--- config.mk ---
export PLATFORM = sky130hd
export DESIGN_NAME = sha1_message_digest_core_flat
export DESIGN_NICKNAME = d
export VERILOG_FILES = /design/src/rtl/core/sha1_pkg.sv /design/src/rtl/core/sha1_in_if.sv /design/src/rtl/core/sha1_out_if.sv /design/src/rtl/core/sha1_msg_sched.sv /design/src/rtl/core/sha1_round_unit.sv /design/src/rtl/core/sha1_message_digest_core.sv /design/src/flat_wrapper.sv
export SDC_FILE = /design/constraint.sdc
export NUM_CORES = 2
export LEC_CHECK = 0
export ABC_AREA = 1
export ABC_CLOCK_PERIOD_IN_PS = 4800
export BUFFER_PORTS_ARGS = -buffer_cell sky130_fd_sc_hd__buf_4
export CAP_MARGIN = 20
export CORE_MARGIN = 5
export CORE_UTILIZATION = 50
export DETAILED_ROUTE_END_ITERATION = 7
export GPL_TIMING_DRIVEN = 1
export HOLD_SLACK_MARGIN = 0.03
export PLACE_DENSITY = 0.65
export SLEW_MARGIN = 20
export SYNTH_ARGS = -nofsm -noshare
export SYNTH_HDL_FRONTEND = slang
export SYNTH_HIERARCHICAL = 1
export SYNTH_SLANG_ARGS = --single-unit
--- constraint.sdc ---
create_clock -name clk -period 4.8 [get_ports clk]
set_input_delay 1.2 -clock clk [delete_from_list [all_inputs] [get_ports clk]]
set_output_delay 1.2 -clock clk [all_outputs]
set_load 0.02 [all_outputs]
--- src/rtl/core/sha1_pkg.sv ---
// sha1_pkg: shared types, constants and helpers for the sha-1 digest core
// no dependencies; imported by sha1_msg_sched, sha1_round_unit and sha1_message_digest_core

package sha1_pkg;

    localparam int unsigned NUM_CHAIN   = 5;
    localparam int unsigned BLOCK_WORDS = 16;
    localparam int unsigned ROUND_W     = 7;

    typedef logic [31:0] word_t;
    typedef word_t [NUM_CHAIN-1:0] chain_t;

    // initial chaining value
    localparam word_t CHAIN_IV [NUM_CHAIN] = '{
        32'h67452301, 32'hEFCDAB89, 32'h98BADCFE, 32'h10325476, 32'hC3D2E1F0
    };

    // round constants, one per group of twenty rounds
    localparam word_t K_00_19 = 32'h5A827999;
    localparam word_t K_20_39 = 32'h6ED9EBA1;
    localparam word_t K_40_59 = 32'h8F1BBCDC;
    localparam word_t K_60_79 = 32'hCA62C1D6;

    localparam logic [ROUND_W-1:0] ROUND_20   = 7'd20;
    localparam logic [ROUND_W-1:0] ROUND_40   = 7'd40;
    localparam logic [ROUND_W-1:0] ROUND_60   = 7'd60;
    localparam logic [ROUND_W-1:0] LAST_ROUND = 7'd79;

    localparam logic [7:0] PAD_BYTE   = 8'h80;
    localparam logic [2:0] LAST_INDEX = 3'd4;

    // command codes
    localparam logic CMD_ABSORB = 1'b0;
    localparam logic CMD_FINISH = 1'b1;

    typedef enum logic [2:0] {
        ST_IDLE,
        ST_LOAD,
        ST_ROUND,
        ST_FOLD,
        ST_EMIT
    } state_t;

    // controls for the block buffer / message schedule
    typedef struct packed {
        logic       wr_byte;
        logic [5:0] pos;
        logic [7:0] byte_val;
        logic       shift;
        logic       clear;
        logic       load_len;
    } sched_ctrl_t;

    // controls for the round unit
    typedef struct packed {
        logic load;
        logic step;
        logic fold;
        logic init;
    } round_ctrl_t;

    function automatic word_t rotl(input word_t x, input int unsigned n);
        return (x << n) | (x >> (32 - n));
    endfunction

endpackage

--- src/rtl/core/sha1_in_if.sv ---
// sha1_in_if: message input channel, one command or byte per beat
// no dependencies

interface sha1_in_if;
    logic       valid;
    logic       ready;
    logic       command;
    logic [7:0] data_byte;

    modport source (output valid, output command, output data_byte, input ready);
    modport sink   (input valid, input command, input data_byte, output ready);
endinterface

--- src/rtl/core/sha1_out_if.sv ---
// sha1_out_if: digest output channel, one 32-bit digest word per beat
// no dependencies

interface sha1_out_if;
    logic        valid;
    logic        ready;
    logic [31:0] digest_word;
    logic [2:0]  word_index;
    logic        last_word;
    logic        too_long;

    modport source (output valid, output digest_word, output word_index,
                    output last_word, output too_long, input ready);
    modport sink   (input valid, input digest_word, input word_index,
                    input last_word, input too_long, output ready);
endinterface

--- src/rtl/core/sha1_msg_sched.sv ---
// sha1_msg_sched: 16-word block buffer that doubles as the message schedule
// depends on sha1_pkg

module sha1_msg_sched
    import sha1_pkg::*;
(
    input  logic        clk,
    input  logic        rst_n,
    input  sched_ctrl_t ctrl,
    input  logic [63:0] bit_len,
    output word_t       w
);

    word_t blk_reg  [BLOCK_WORDS];
    word_t blk_next [BLOCK_WORDS];

    // shift for rounds, clear after a block, byte insert, length insert
    always_comb
    begin
        blk_next = blk_reg;
        if (ctrl.shift)
        begin
            for (int k = 0; k < BLOCK_WORDS - 1; k++)
            begin
                blk_next[k] = blk_reg[k+1];
            end
            blk_next[BLOCK_WORDS-1] =
                rotl(blk_reg[13] ^ blk_reg[8] ^ blk_reg[2] ^ blk_reg[0], 1);
        end
        if (ctrl.clear)
        begin
            for (int k = 0; k < BLOCK_WORDS; k++)
            begin
                blk_next[k] = '0;
            end
        end
        if (ctrl.wr_byte)
        begin
            blk_next[ctrl.pos[5:2]] = blk_reg[ctrl.pos[5:2]]
                | ({24'b0, ctrl.byte_val} << {~ctrl.pos[1:0], 3'b000});
        end
        if (ctrl.load_len)
        begin
            blk_next[14] = bit_len[63:32];
            blk_next[15] = bit_len[31:0];
        end
    end

    always_ff @(posedge clk or negedge rst_n)
    begin
        if (!rst_n)
        begin
            for (int k = 0; k < BLOCK_WORDS; k++)
            begin
                blk_reg[k] <= '0;
            end
        end
        else
        begin
            blk_reg <= blk_next;
        end
    end

    // current schedule word
    assign w = blk_reg[0];

endmodule

--- src/rtl/core/sha1_round_unit.sv ---
// sha1_round_unit: one shared sha-1 round, working variables and chaining words
// depends on sha1_pkg

module sha1_round_unit
    import sha1_pkg::*;
(
    input  logic               clk,
    input  logic               rst_n,
    input  round_ctrl_t        ctrl,
    input  logic [ROUND_W-1:0] round_idx,
    input  word_t              w,
    output chain_t             chain
);

    word_t  a_reg, b_reg, c_reg, d_reg, e_reg;
    word_t  a_next, b_next, c_next, d_next, e_next;
    chain_t chain_reg, chain_next;
    word_t  f_val;
    word_t  k_val;
    word_t  t_val;

    // round function and constant by round group
    always_comb
    begin
        if (round_idx < ROUND_20)
        begin
            f_val = (b_reg & c_reg) | (~b_reg & d_reg);
            k_val = K_00_19;
        end
        else if (round_idx < ROUND_40)
        begin
            f_val = b_reg ^ c_reg ^ d_reg;
            k_val = K_20_39;
        end
        else if (round_idx < ROUND_60)
        begin
            f_val = (b_reg & c_reg) | (b_reg & d_reg) | (c_reg & d_reg);
            k_val = K_40_59;
        end
        else
        begin
            f_val = b_reg ^ c_reg ^ d_reg;
            k_val = K_60_79;
        end
        t_val = rotl(a_reg, 5) + f_val + e_reg + w + k_val;
    end

    // working variables
    always_comb
    begin
        a_next = a_reg;
        b_next = b_reg;
        c_next = c_reg;
        d_next = d_reg;
        e_next = e_reg;
        if (ctrl.load)
        begin
            a_next = chain_reg[0];
            b_next = chain_reg[1];
            c_next = chain_reg[2];
            d_next = chain_reg[3];
            e_next = chain_reg[4];
        end
        else if (ctrl.step)
        begin
            a_next = t_val;
            b_next = a_reg;
            c_next = rotl(b_reg, 30);
            d_next = c_reg;
            e_next = d_reg;
        end
    end

    // chaining words: fold after 80 rounds, back to iv after a digest
    always_comb
    begin
        chain_next = chain_reg;
        if (ctrl.init)
        begin
            for (int k = 0; k < NUM_CHAIN; k++)
            begin
                chain_next[k] = CHAIN_IV[k];
            end
        end
        else if (ctrl.fold)
        begin
            chain_next[0] = chain_reg[0] + a_reg;
            chain_next[1] = chain_reg[1] + b_reg;
            chain_next[2] = chain_reg[2] + c_reg;
            chain_next[3] = chain_reg[3] + d_reg;
            chain_next[4] = chain_reg[4] + e_reg;
        end
    end

    always_ff @(posedge clk)
    begin
        a_reg <= a_next;
        b_reg <= b_next;
        c_reg <= c_next;
        d_reg <= d_next;
        e_reg <= e_next;
    end

    always_ff @(posedge clk or negedge rst_n)
    begin
        if (!rst_n)
        begin
            for (int k = 0; k < NUM_CHAIN; k++)
            begin
                chain_reg[k] <= CHAIN_IV[k];
            end
        end
        else
        begin
            chain_reg <= chain_next;
        end
    end

    assign chain = chain_reg;

endmodule

--- src/rtl/core/sha1_message_digest_core.sv ---
// sha1_message_digest_core: byte-serial sha-1 engine, one round per cycle.
// a data byte is accepted in idle; the byte that fills a block then runs
// load, the rounds on the shared round unit and fold. finish runs these steps
// (none after a length overflow), twice when padding spills into an extra
// block, then 5 digest beats. no byte is accepted outside idle.
// reset (async, active low) loads the iv, clears the buffer and the length.
// depends on sha1_pkg, sha1_in_if, sha1_out_if, sha1_msg_sched, sha1_round_unit

module sha1_message_digest_core
    import sha1_pkg::*;
(
    input  logic        clk,
    input  logic        rst_n,
    sha1_in_if.sink     msg,
    sha1_out_if.source  digest
);

    state_t               state_reg, state_next;
    logic [ROUND_W-1:0]   round_cnt_reg, round_cnt_next;
    logic [5:0]           pos_reg, pos_next;
    logic [63:0]          bit_len_reg, bit_len_next;
    logic                 ovf_reg, ovf_next;
    logic                 len_pend_reg, len_pend_next;
    logic                 finish_reg, finish_next;
    logic [2:0]           word_idx_reg, word_idx_next;

    logic                 in_beat;
    logic                 out_beat;
    logic                 last_beat;
    logic [63:0]          len_sum;
    logic                 len_wrap;
    logic                 is_finish;
    logic                 pad_spill;
    sched_ctrl_t          sched_ctrl;
    round_ctrl_t          round_ctrl;
    word_t                sched_w;
    chain_t               chain;

    assign in_beat   = msg.valid && msg.ready;
    assign out_beat  = digest.valid && digest.ready;
    assign last_beat = out_beat && (word_idx_reg == LAST_INDEX);
    assign is_finish = (msg.command == CMD_FINISH);
    assign len_sum   = bit_len_reg + 64'd8;
    assign len_wrap  = (len_sum == '0);
    assign pad_spill = (pos_reg[5:3] == 3'b111);

    // next state
    always_comb
    begin
        state_next = state_reg;
        case (state_reg)
            ST_IDLE:
            begin
                if (in_beat)
                begin
                    if (is_finish)
                    begin
                        state_next = ovf_reg ? ST_EMIT : ST_LOAD;
                    end
                    else if (!ovf_reg && (pos_reg == 6'd63) && !len_wrap)
                    begin
                        state_next = ST_LOAD;
                    end
                end
            end
            ST_LOAD:
            begin
                state_next = ST_ROUND;
            end
            ST_ROUND:
            begin
                if (round_cnt_reg == LAST_ROUND)
                begin
                    state_next = ST_FOLD;
                end
            end
            ST_FOLD:
            begin
                if (len_pend_reg)
                begin
                    state_next = ST_LOAD;
                end
                else if (finish_reg)
                begin
                    state_next = ST_EMIT;
                end
                else
                begin
                    state_next = ST_IDLE;
                end
            end
            ST_EMIT:
            begin
                if (last_beat)
                begin
                    state_next = ST_IDLE;
                end
            end
            default:
            begin
                state_next = ST_IDLE;
            end
        endcase
    end

    // per-state controls; ready is high throughout idle, so a valid beat there is accepted
    always_comb
    begin
        msg.ready           = 1'b0;
        digest.valid        = 1'b0;
        sched_ctrl          = '0;
        sched_ctrl.pos      = pos_reg;
        sched_ctrl.byte_val = is_finish ? PAD_BYTE : msg.data_byte;
        round_ctrl          = '0;
        case (state_reg)
            ST_IDLE:
            begin
                msg.ready           = 1'b1;
                sched_ctrl.wr_byte  = msg.valid && !ovf_reg;
                sched_ctrl.load_len = msg.valid && !ovf_reg && is_finish && !pad_spill;
            end
            ST_LOAD:
            begin
                round_ctrl.load = 1'b1;
            end
            ST_ROUND:
            begin
                sched_ctrl.shift = 1'b1;
                round_ctrl.step  = 1'b1;
            end
            ST_FOLD:
            begin
                sched_ctrl.clear    = 1'b1;
                sched_ctrl.load_len = len_pend_reg;
                round_ctrl.fold     = 1'b1;
            end
            ST_EMIT:
            begin
                digest.valid     = 1'b1;
                sched_ctrl.clear = last_beat;
                round_ctrl.init  = last_beat;
            end
            default:
            begin
                msg.ready = 1'b0;
            end
        endcase
    end

    // counters, length and flags
    always_comb
    begin
        round_cnt_next = round_cnt_reg;
        pos_next       = pos_reg;
        bit_len_next   = bit_len_reg;
        ovf_next       = ovf_reg;
        len_pend_next  = len_pend_reg;
        finish_next    = finish_reg;
        word_idx_next  = word_idx_reg;
        if ((state_reg == ST_IDLE) && in_beat && !ovf_reg)
        begin
            if (is_finish)
            begin
                finish_next   = 1'b1;
                len_pend_next = pad_spill;
            end
            else
            begin
                pos_next     = pos_reg + 6'd1;
                bit_len_next = len_sum;
                ovf_next     = len_wrap;
            end
        end
        if (state_reg == ST_ROUND)
        begin
            round_cnt_next = (round_cnt_reg == LAST_ROUND) ? '0 : round_cnt_reg + 7'd1;
        end
        if (state_reg == ST_FOLD)
        begin
            len_pend_next = 1'b0;
        end
        if ((state_reg == ST_EMIT) && out_beat)
        begin
            word_idx_next = word_idx_reg + 3'd1;
        end
        if (last_beat)
        begin
            word_idx_next = '0;
            pos_next      = '0;
            bit_len_next  = '0;
            ovf_next      = 1'b0;
            finish_next   = 1'b0;
        end
    end

    always_ff @(posedge clk or negedge rst_n)
    begin
        if (!rst_n)
        begin
            state_reg     <= ST_IDLE;
            round_cnt_reg <= '0;
            pos_reg       <= '0;
            bit_len_reg   <= '0;
            ovf_reg       <= 1'b0;
            len_pend_reg  <= 1'b0;
            finish_reg    <= 1'b0;
            word_idx_reg  <= '0;
        end
        else
        begin
            state_reg     <= state_next;
            round_cnt_reg <= round_cnt_next;
            pos_reg       <= pos_next;
            bit_len_reg   <= bit_len_next;
            ovf_reg       <= ovf_next;
            len_pend_reg  <= len_pend_next;
            finish_reg    <= finish_next;
            word_idx_reg  <= word_idx_next;
        end
    end

    sha1_msg_sched u_sched (
        .clk     (clk),
        .rst_n   (rst_n),
        .ctrl    (sched_ctrl),
        .bit_len (bit_len_reg),
        .w       (sched_w)
    );

    sha1_round_unit u_round (
        .clk       (clk),
        .rst_n     (rst_n),
        .ctrl      (round_ctrl),
        .round_idx (round_cnt_reg),
        .w         (sched_w),
        .chain     (chain)
    );

    // digest beat payload straight from the chaining registers, zero when the length overflowed
    assign digest.digest_word = ovf_reg ? '0 : chain[word_idx_reg];
    assign digest.word_index  = word_idx_reg;
    assign digest.last_word   = (word_idx_reg == LAST_INDEX);
    assign digest.too_long    = ovf_reg;

    // round counter stays within the 80 rounds
    a_round_range: assert property (@(posedge clk) disable iff (!rst_n)
        (state_reg == ST_ROUND) |-> (round_cnt_reg <= LAST_ROUND))
        else $error("round counter out of range");

    // every block starts at round zero
    a_load_start: assert property (@(posedge clk) disable iff (!rst_n)
        (state_reg == ST_LOAD) |=> ((state_reg == ST_ROUND) && (round_cnt_reg == '0)))
        else $error("round sequence did not start at zero");

    // digest beats only carry word positions 0..4
    a_word_idx: assert property (@(posedge clk) disable iff (!rst_n)
        digest.valid |-> (word_idx_reg <= LAST_INDEX))
        else $error("digest word index out of range");

    // after the final digest beat the engine is back in its initial state
    a_restart: assert property (@(posedge clk) disable iff (!rst_n)
        last_beat |=> ((state_reg == ST_IDLE) && (bit_len_reg == '0) && !ovf_reg
                       && (pos_reg == '0)))
        else $error("engine not reset after digest");

    // length overflow flag holds until the digest is delivered
    a_ovf_sticky: assert property (@(posedge clk) disable iff (!rst_n)
        (ovf_reg && !last_beat) |=> ovf_reg)
        else $error("overflow flag dropped early");

endmodule
--- src/flat_wrapper.sv ---
// flat-port wrapper written by rule: the top's interface ports become plain ports
module sha1_message_digest_core_flat import sha1_pkg::*;
  (clk, rst_n, msg_valid, msg_command, msg_data_byte, msg_ready, digest_valid, digest_digest_word, digest_word_index, digest_last_word, digest_too_long, digest_ready);
  sha1_in_if msg_i ();
  sha1_out_if digest_i ();
  input  logic clk;
  input  logic rst_n;
  input wire logic [$bits(msg_i.valid)-1:0] msg_valid;
  input wire logic [$bits(msg_i.command)-1:0] msg_command;
  input wire logic [$bits(msg_i.data_byte)-1:0] msg_data_byte;
  output wire logic [$bits(msg_i.ready)-1:0] msg_ready;
  output wire logic [$bits(digest_i.valid)-1:0] digest_valid;
  output wire logic [$bits(digest_i.digest_word)-1:0] digest_digest_word;
  output wire logic [$bits(digest_i.word_index)-1:0] digest_word_index;
  output wire logic [$bits(digest_i.last_word)-1:0] digest_last_word;
  output wire logic [$bits(digest_i.too_long)-1:0] digest_too_long;
  input wire logic [$bits(digest_i.ready)-1:0] digest_ready;
  assign msg_i.valid = msg_valid;
  assign msg_i.command = msg_command;
  assign msg_i.data_byte = msg_data_byte;
  assign msg_ready = msg_i.ready;
  assign digest_valid = digest_i.valid;
  assign digest_digest_word = digest_i.digest_word;
  assign digest_word_index = digest_i.word_index;
  assign digest_last_word = digest_i.last_word;
  assign digest_too_long = digest_i.too_long;
  assign digest_i.ready = digest_ready;
  sha1_message_digest_core u_core (.clk(clk), .rst_n(rst_n), .msg(msg_i), .digest(digest_i));
endmodule
==> results.txt <==
* Asr flop ratio synth: between 80% and 90%
* Standard cell core area: roughly 0.14 mm2
* Max Transition Viols Final: 0
* Hold Crit Class: input pin to async pin
* Floorplan die width: 384 um
* Routed wire length per instance: between 20 and 25 um
- After synthesis the cells add up to 0.0698 mm2.
- Reg area: approximately 0.024 mm2
- For this configuration, the core starts out at a cell density of between 50 and 60%.
- For this block, the via count after detailed routing is approximately 73000.
* Yosys warns: 6
* Count of routing violations after the opening detailed-route iteration: 9960
- The final critical path takes up 97.2% of the cycle.
- Using the TritonRoute via totals, the vias-per-cell ratio works out to between 5 and 6.
* Most frequently used cell type in the post-synthesis netlist: sky130_fd_sc_hd__nand2_1
- Data on the critical path is required at its endpoint by 5.28 ns.
* Pin count of the biggest net entering global routing: 190
- I/O pin total: between 50 and 60
* Net count, final: between 10000 and 15000
* Flip-flop and latch count after synthesis: 915
- The later pin in the worst-skew pair is clocked with a latency of around 0.76 ns.
* Flip-flop count of the largest register after layout: between 400 and 500
* Number of synthesized flops with an enable pin: 160
- The first global-routing pass estimated 442 mm of wire.
- Number of detailed-routing iterations run before antenna repair: 8
* Proportion of synthesized chip area in sequential cells: around 34%
- Routed length on met2: 121 mm
* Maximum level of the CTS H-tree: 3
* Worst EP arrival: approximately 5.2 ns
- Post-synth top flop: sky130_fd_sc_hd__dfrtp_1
- Clock sink total: about 920
* Rows: ~140
- In this run the tool buffered the top-level ports with 51 buffer cells.
- TritonCTS created 112 clock buffers.
- Relative slew margins: about a fifth
* Layout cells sized above 1: 9.99%
- Final weighted congestion in routability-driven placement: roughly 1.0
- Violated checks: DRC
- Commonest cells in the netlist: sky130_fd_sc_hd__nand2_1 (3176), sky130_fd_sc_hd__inv_1 (1223), sky130_fd_sc_hd__o21ai_0 (962)
* Count of maximum capacitance violations: 0
- Clock skew on the completed layout was measured at a little over 0.06 ns.
* Final global-route overflow total: 0
* Remaining antenna violation count: 0
- Netlist cell types: 64
* Clock transition at the registers of the reported paths: around 0.060 ns
- Summed over its instances, the top area cell type makes up 24.2% of the synthesized netlist area.
- For this run, the top clock speed supported by timing is 214 MHz.
* Transition time at the pin with the least slew margin: 1.19 ns
* CTS tree: yes
- Source of the worst register-to-register timing path: u_core/u_round/d_reg[28]$_DFFE_PP_
* Yosys top cell by area: sky130_fd_sc_hd__dfrtp_1
- In the global route stage, overall resource usage came out at approximately 40%.
- Along the worst path, the maximum fanout reaches 4.
- The via count of the first global-routing pass came to around 66000.
* Critical path endpoint category: flip-flop
* Bufs on Longest Clock Path: 3
* Residual DRC: 2
* Multi-input gate area: roughly 0.04 mm2
* Synthesis-to-layout area growth: 11.6%
* Worst r2r dst: u_core/u_round/a_reg[29]$_DFFE_PP_
- Overall die height: roughly 380 um
- Met3 wire length: 41.6 mm
- In this run the clock root is driven by a sky130_fd_sc_hd__clkbuf_16.
- Routed signal wires occupy layers up through met5.
- The final layout contains routed wiring with a total length of a little over 300 mm.
- Unrepaired setup endpoints after global routing: true
- Measured in cells, the most critical reg-to-reg path has a length of 18.
- Count of fill cells added during filler insertion: between 10000 and 15000
- Post-Synthesis Mean Instance Area: slightly below 7 um2
- By area the synthesized netlist is led by sky130_fd_sc_hd__dfrtp_1 (24%), sky130_fd_sc_hd__nand2_1 (17%), sky130_fd_sc_hd__o21ai_0 (6.9%).
- Number of failing setup endpoints in the final timing report: 0
* Post-route minimum period: roughly 4.7 ns
- The final-report hold violation count was 0.
- For this block, wires on met1 add up to 127 mm.
* Detailed placer's ending HPWL: 218 mm
- Register-to-register path setup slack: approximately 0.14 ns
* Cell count after synthesis: roughly 10000
* Critical path class: flip-flop to flip-flop
* Outcome: complete, but fails checks
- Share of the core filled with cells: roughly 56%
- The initial antenna violation count was 11.
* Overall die area: approximately 0.15 mm2
- Kind of launch point of the worst setup path: flip-flop
==> metrics by stage <==
step | hold slack (ns) | TNS, ns | cell area, um2 | setup WS [ns] | std cells
floorplan | 0.449 | 0 | 69800 | 0.396 | 10300
global placement | 0.499 | -0.277 | 72800 | -0.0549 | 12000
detailed placement | 0.505 | -0.996 | 72800 | -0.155 | 12000
CTS | 0.514 | 0 | 76800 | 0.00328 | 12200
global route | 0.536 | -0.221 | 77800 | -0.0459 | 12200
finish | 0.510 | 0 | 77800 | 0.136 | 12200
==> how the worst max path moves through the flow <==
stage,slack (ns),to,cells past startpoint,startpoint
global placement,-0.05,u_core/u_round/a_reg[14]$_DFFE_PP_,20,u_core/round_cnt_reg[2]$_DFFE_PN0P_
floorplan,0.40,u_core/u_round/a_reg[29]$_DFFE_PP_,23,u_core/round_cnt_reg[2]$_DFFE_PN0P_
CTS,0.003,u_core/u_round/a_reg[29]$_DFFE_PP_,29,u_core/round_cnt_reg[3]$_DFFE_PN0P_
global route,-0.05,u_core/u_round/a_reg[18]$_DFFE_PP_,28,u_core/round_cnt_reg[3]$_DFFE_PN0P_
finish,0.14,u_core/u_round/a_reg[29]$_DFFE_PP_,18,u_core/u_round/d_reg[28]$_DFFE_PP_
detailed placement,-0.15,u_core/u_round/a_reg[14]$_DFFE_PP_,19,u_core/round_cnt_reg[4]$_DFFE_PN0P_
==> cell families after synthesis <==
logic type               Yosys count  share of synthesized area (%)
AND/OR/NAND/NOR                 4832                           28.6
adder cells (fa/ha/maj)          323                           7.14
other                              1                        0.00538
XOR/XNOR                         129                           1.64
flip-flops                       915                           34.1
buffers and inverters           1810                           10.7
AO/OA/AOI/OAI                   2301                           17.9
==> cells in the final DEF, fill, tap and decap left out, types with 38 or more instances in the layout <==
cell type	synthesis	layout
sky130_fd_sc_hd__a21oi_1	659	644
sky130_fd_sc_hd__o211ai_1	187	187
sky130_fd_sc_hd__dfrtp_1	675	671
sky130_fd_sc_hd__nand2_2	62	85
sky130_fd_sc_hd__dfstp_2	80	80
sky130_fd_sc_hd__nand2_1	3176	3146
sky130_fd_sc_hd__nand3_1	480	477
sky130_fd_sc_hd__xnor2_1	49	48
sky130_fd_sc_hd__buf_12	0	38
sky130_fd_sc_hd__buf_4	62	339
sky130_fd_sc_hd__o21ai_1	254	262
sky130_fd_sc_hd__xor2_1	78	78
sky130_fd_sc_hd__o22ai_1	125	124
sky130_fd_sc_hd__nor2_2	44	62
sky130_fd_sc_hd__fa_1	125	121
sky130_fd_sc_hd__clkbuf_16	0	113
sky130_fd_sc_hd__nor2_1	805	769
sky130_fd_sc_hd__o21ai_0	962	951
sky130_fd_sc_hd__nand4_1	107	107
sky130_fd_sc_hd__edfxtp_1	160	160
sky130_fd_sc_hd__inv_2	33	46
sky130_fd_sc_hd__inv_1	1223	1204
sky130_fd_sc_hd__ha_1	198	181
==> per-layer routing <==
metal	track usage, %	vias up
li1	-	33300
met1	57.7	34300
met2	55.3	4309
met5	0	-
met3	12.7	629
met4	16.4	14
==> critical path: stages, from the launching register on <==
cell and delay, ns:
sky130_fd_sc_hd__edfxtp_1 0.60, sky130_fd_sc_hd__fa_1 0.66, sky130_fd_sc_hd__a221oi_4 0.09, sky130_fd_sc_hd__fa_1 0.61, sky130_fd_sc_hd__inv_2 0.06, sky130_fd_sc_hd__fa_1 0.58, sky130_fd_sc_hd__inv_2 0.06, sky130_fd_sc_hd__fa_1 0.54
sky130_fd_sc_hd__inv_2 0.05, sky130_fd_sc_hd__ha_1 0.28, sky130_fd_sc_hd__buf_4 0.15, sky130_fd_sc_hd__nand2_1 0.06, sky130_fd_sc_hd__nand2_2 0.06, sky130_fd_sc_hd__nor2_1 0.14, sky130_fd_sc_hd__nand2_1 0.07, sky130_fd_sc_hd__a21oi_1 0.16
sky130_fd_sc_hd__nand3b_1 0.10, sky130_fd_sc_hd__nand3_1 0.09, sky130_fd_sc_hd__nand2_1 0.05
==> what timing repair did <==
item | 4_1_cts | 5_1_grt
pin swaps | 1 | 59
hold buffers | 0 | 0
buffers inserted | 0 | 20
cloned | 0 | 0
gates resized for setup | 15 | 188
setup endpoints to repair | 15 | 27
==> layout make-up <==
type                            count  area share [%]
Antenna cell                        2         0.00643
Clock buffer                      157            4.12
Clock inverter                     50           0.952
Inverter                         1261            6.12
Multi-Input combinational cell   7588            50.7
Sequential cell                   915            30.6
Tap cell                         1876            3.02
Timing Repair Buffer              389            4.46
Power is not shown: default switching activity piles up to over one toggle a cycle in this logic, so the estimate is an artifact.
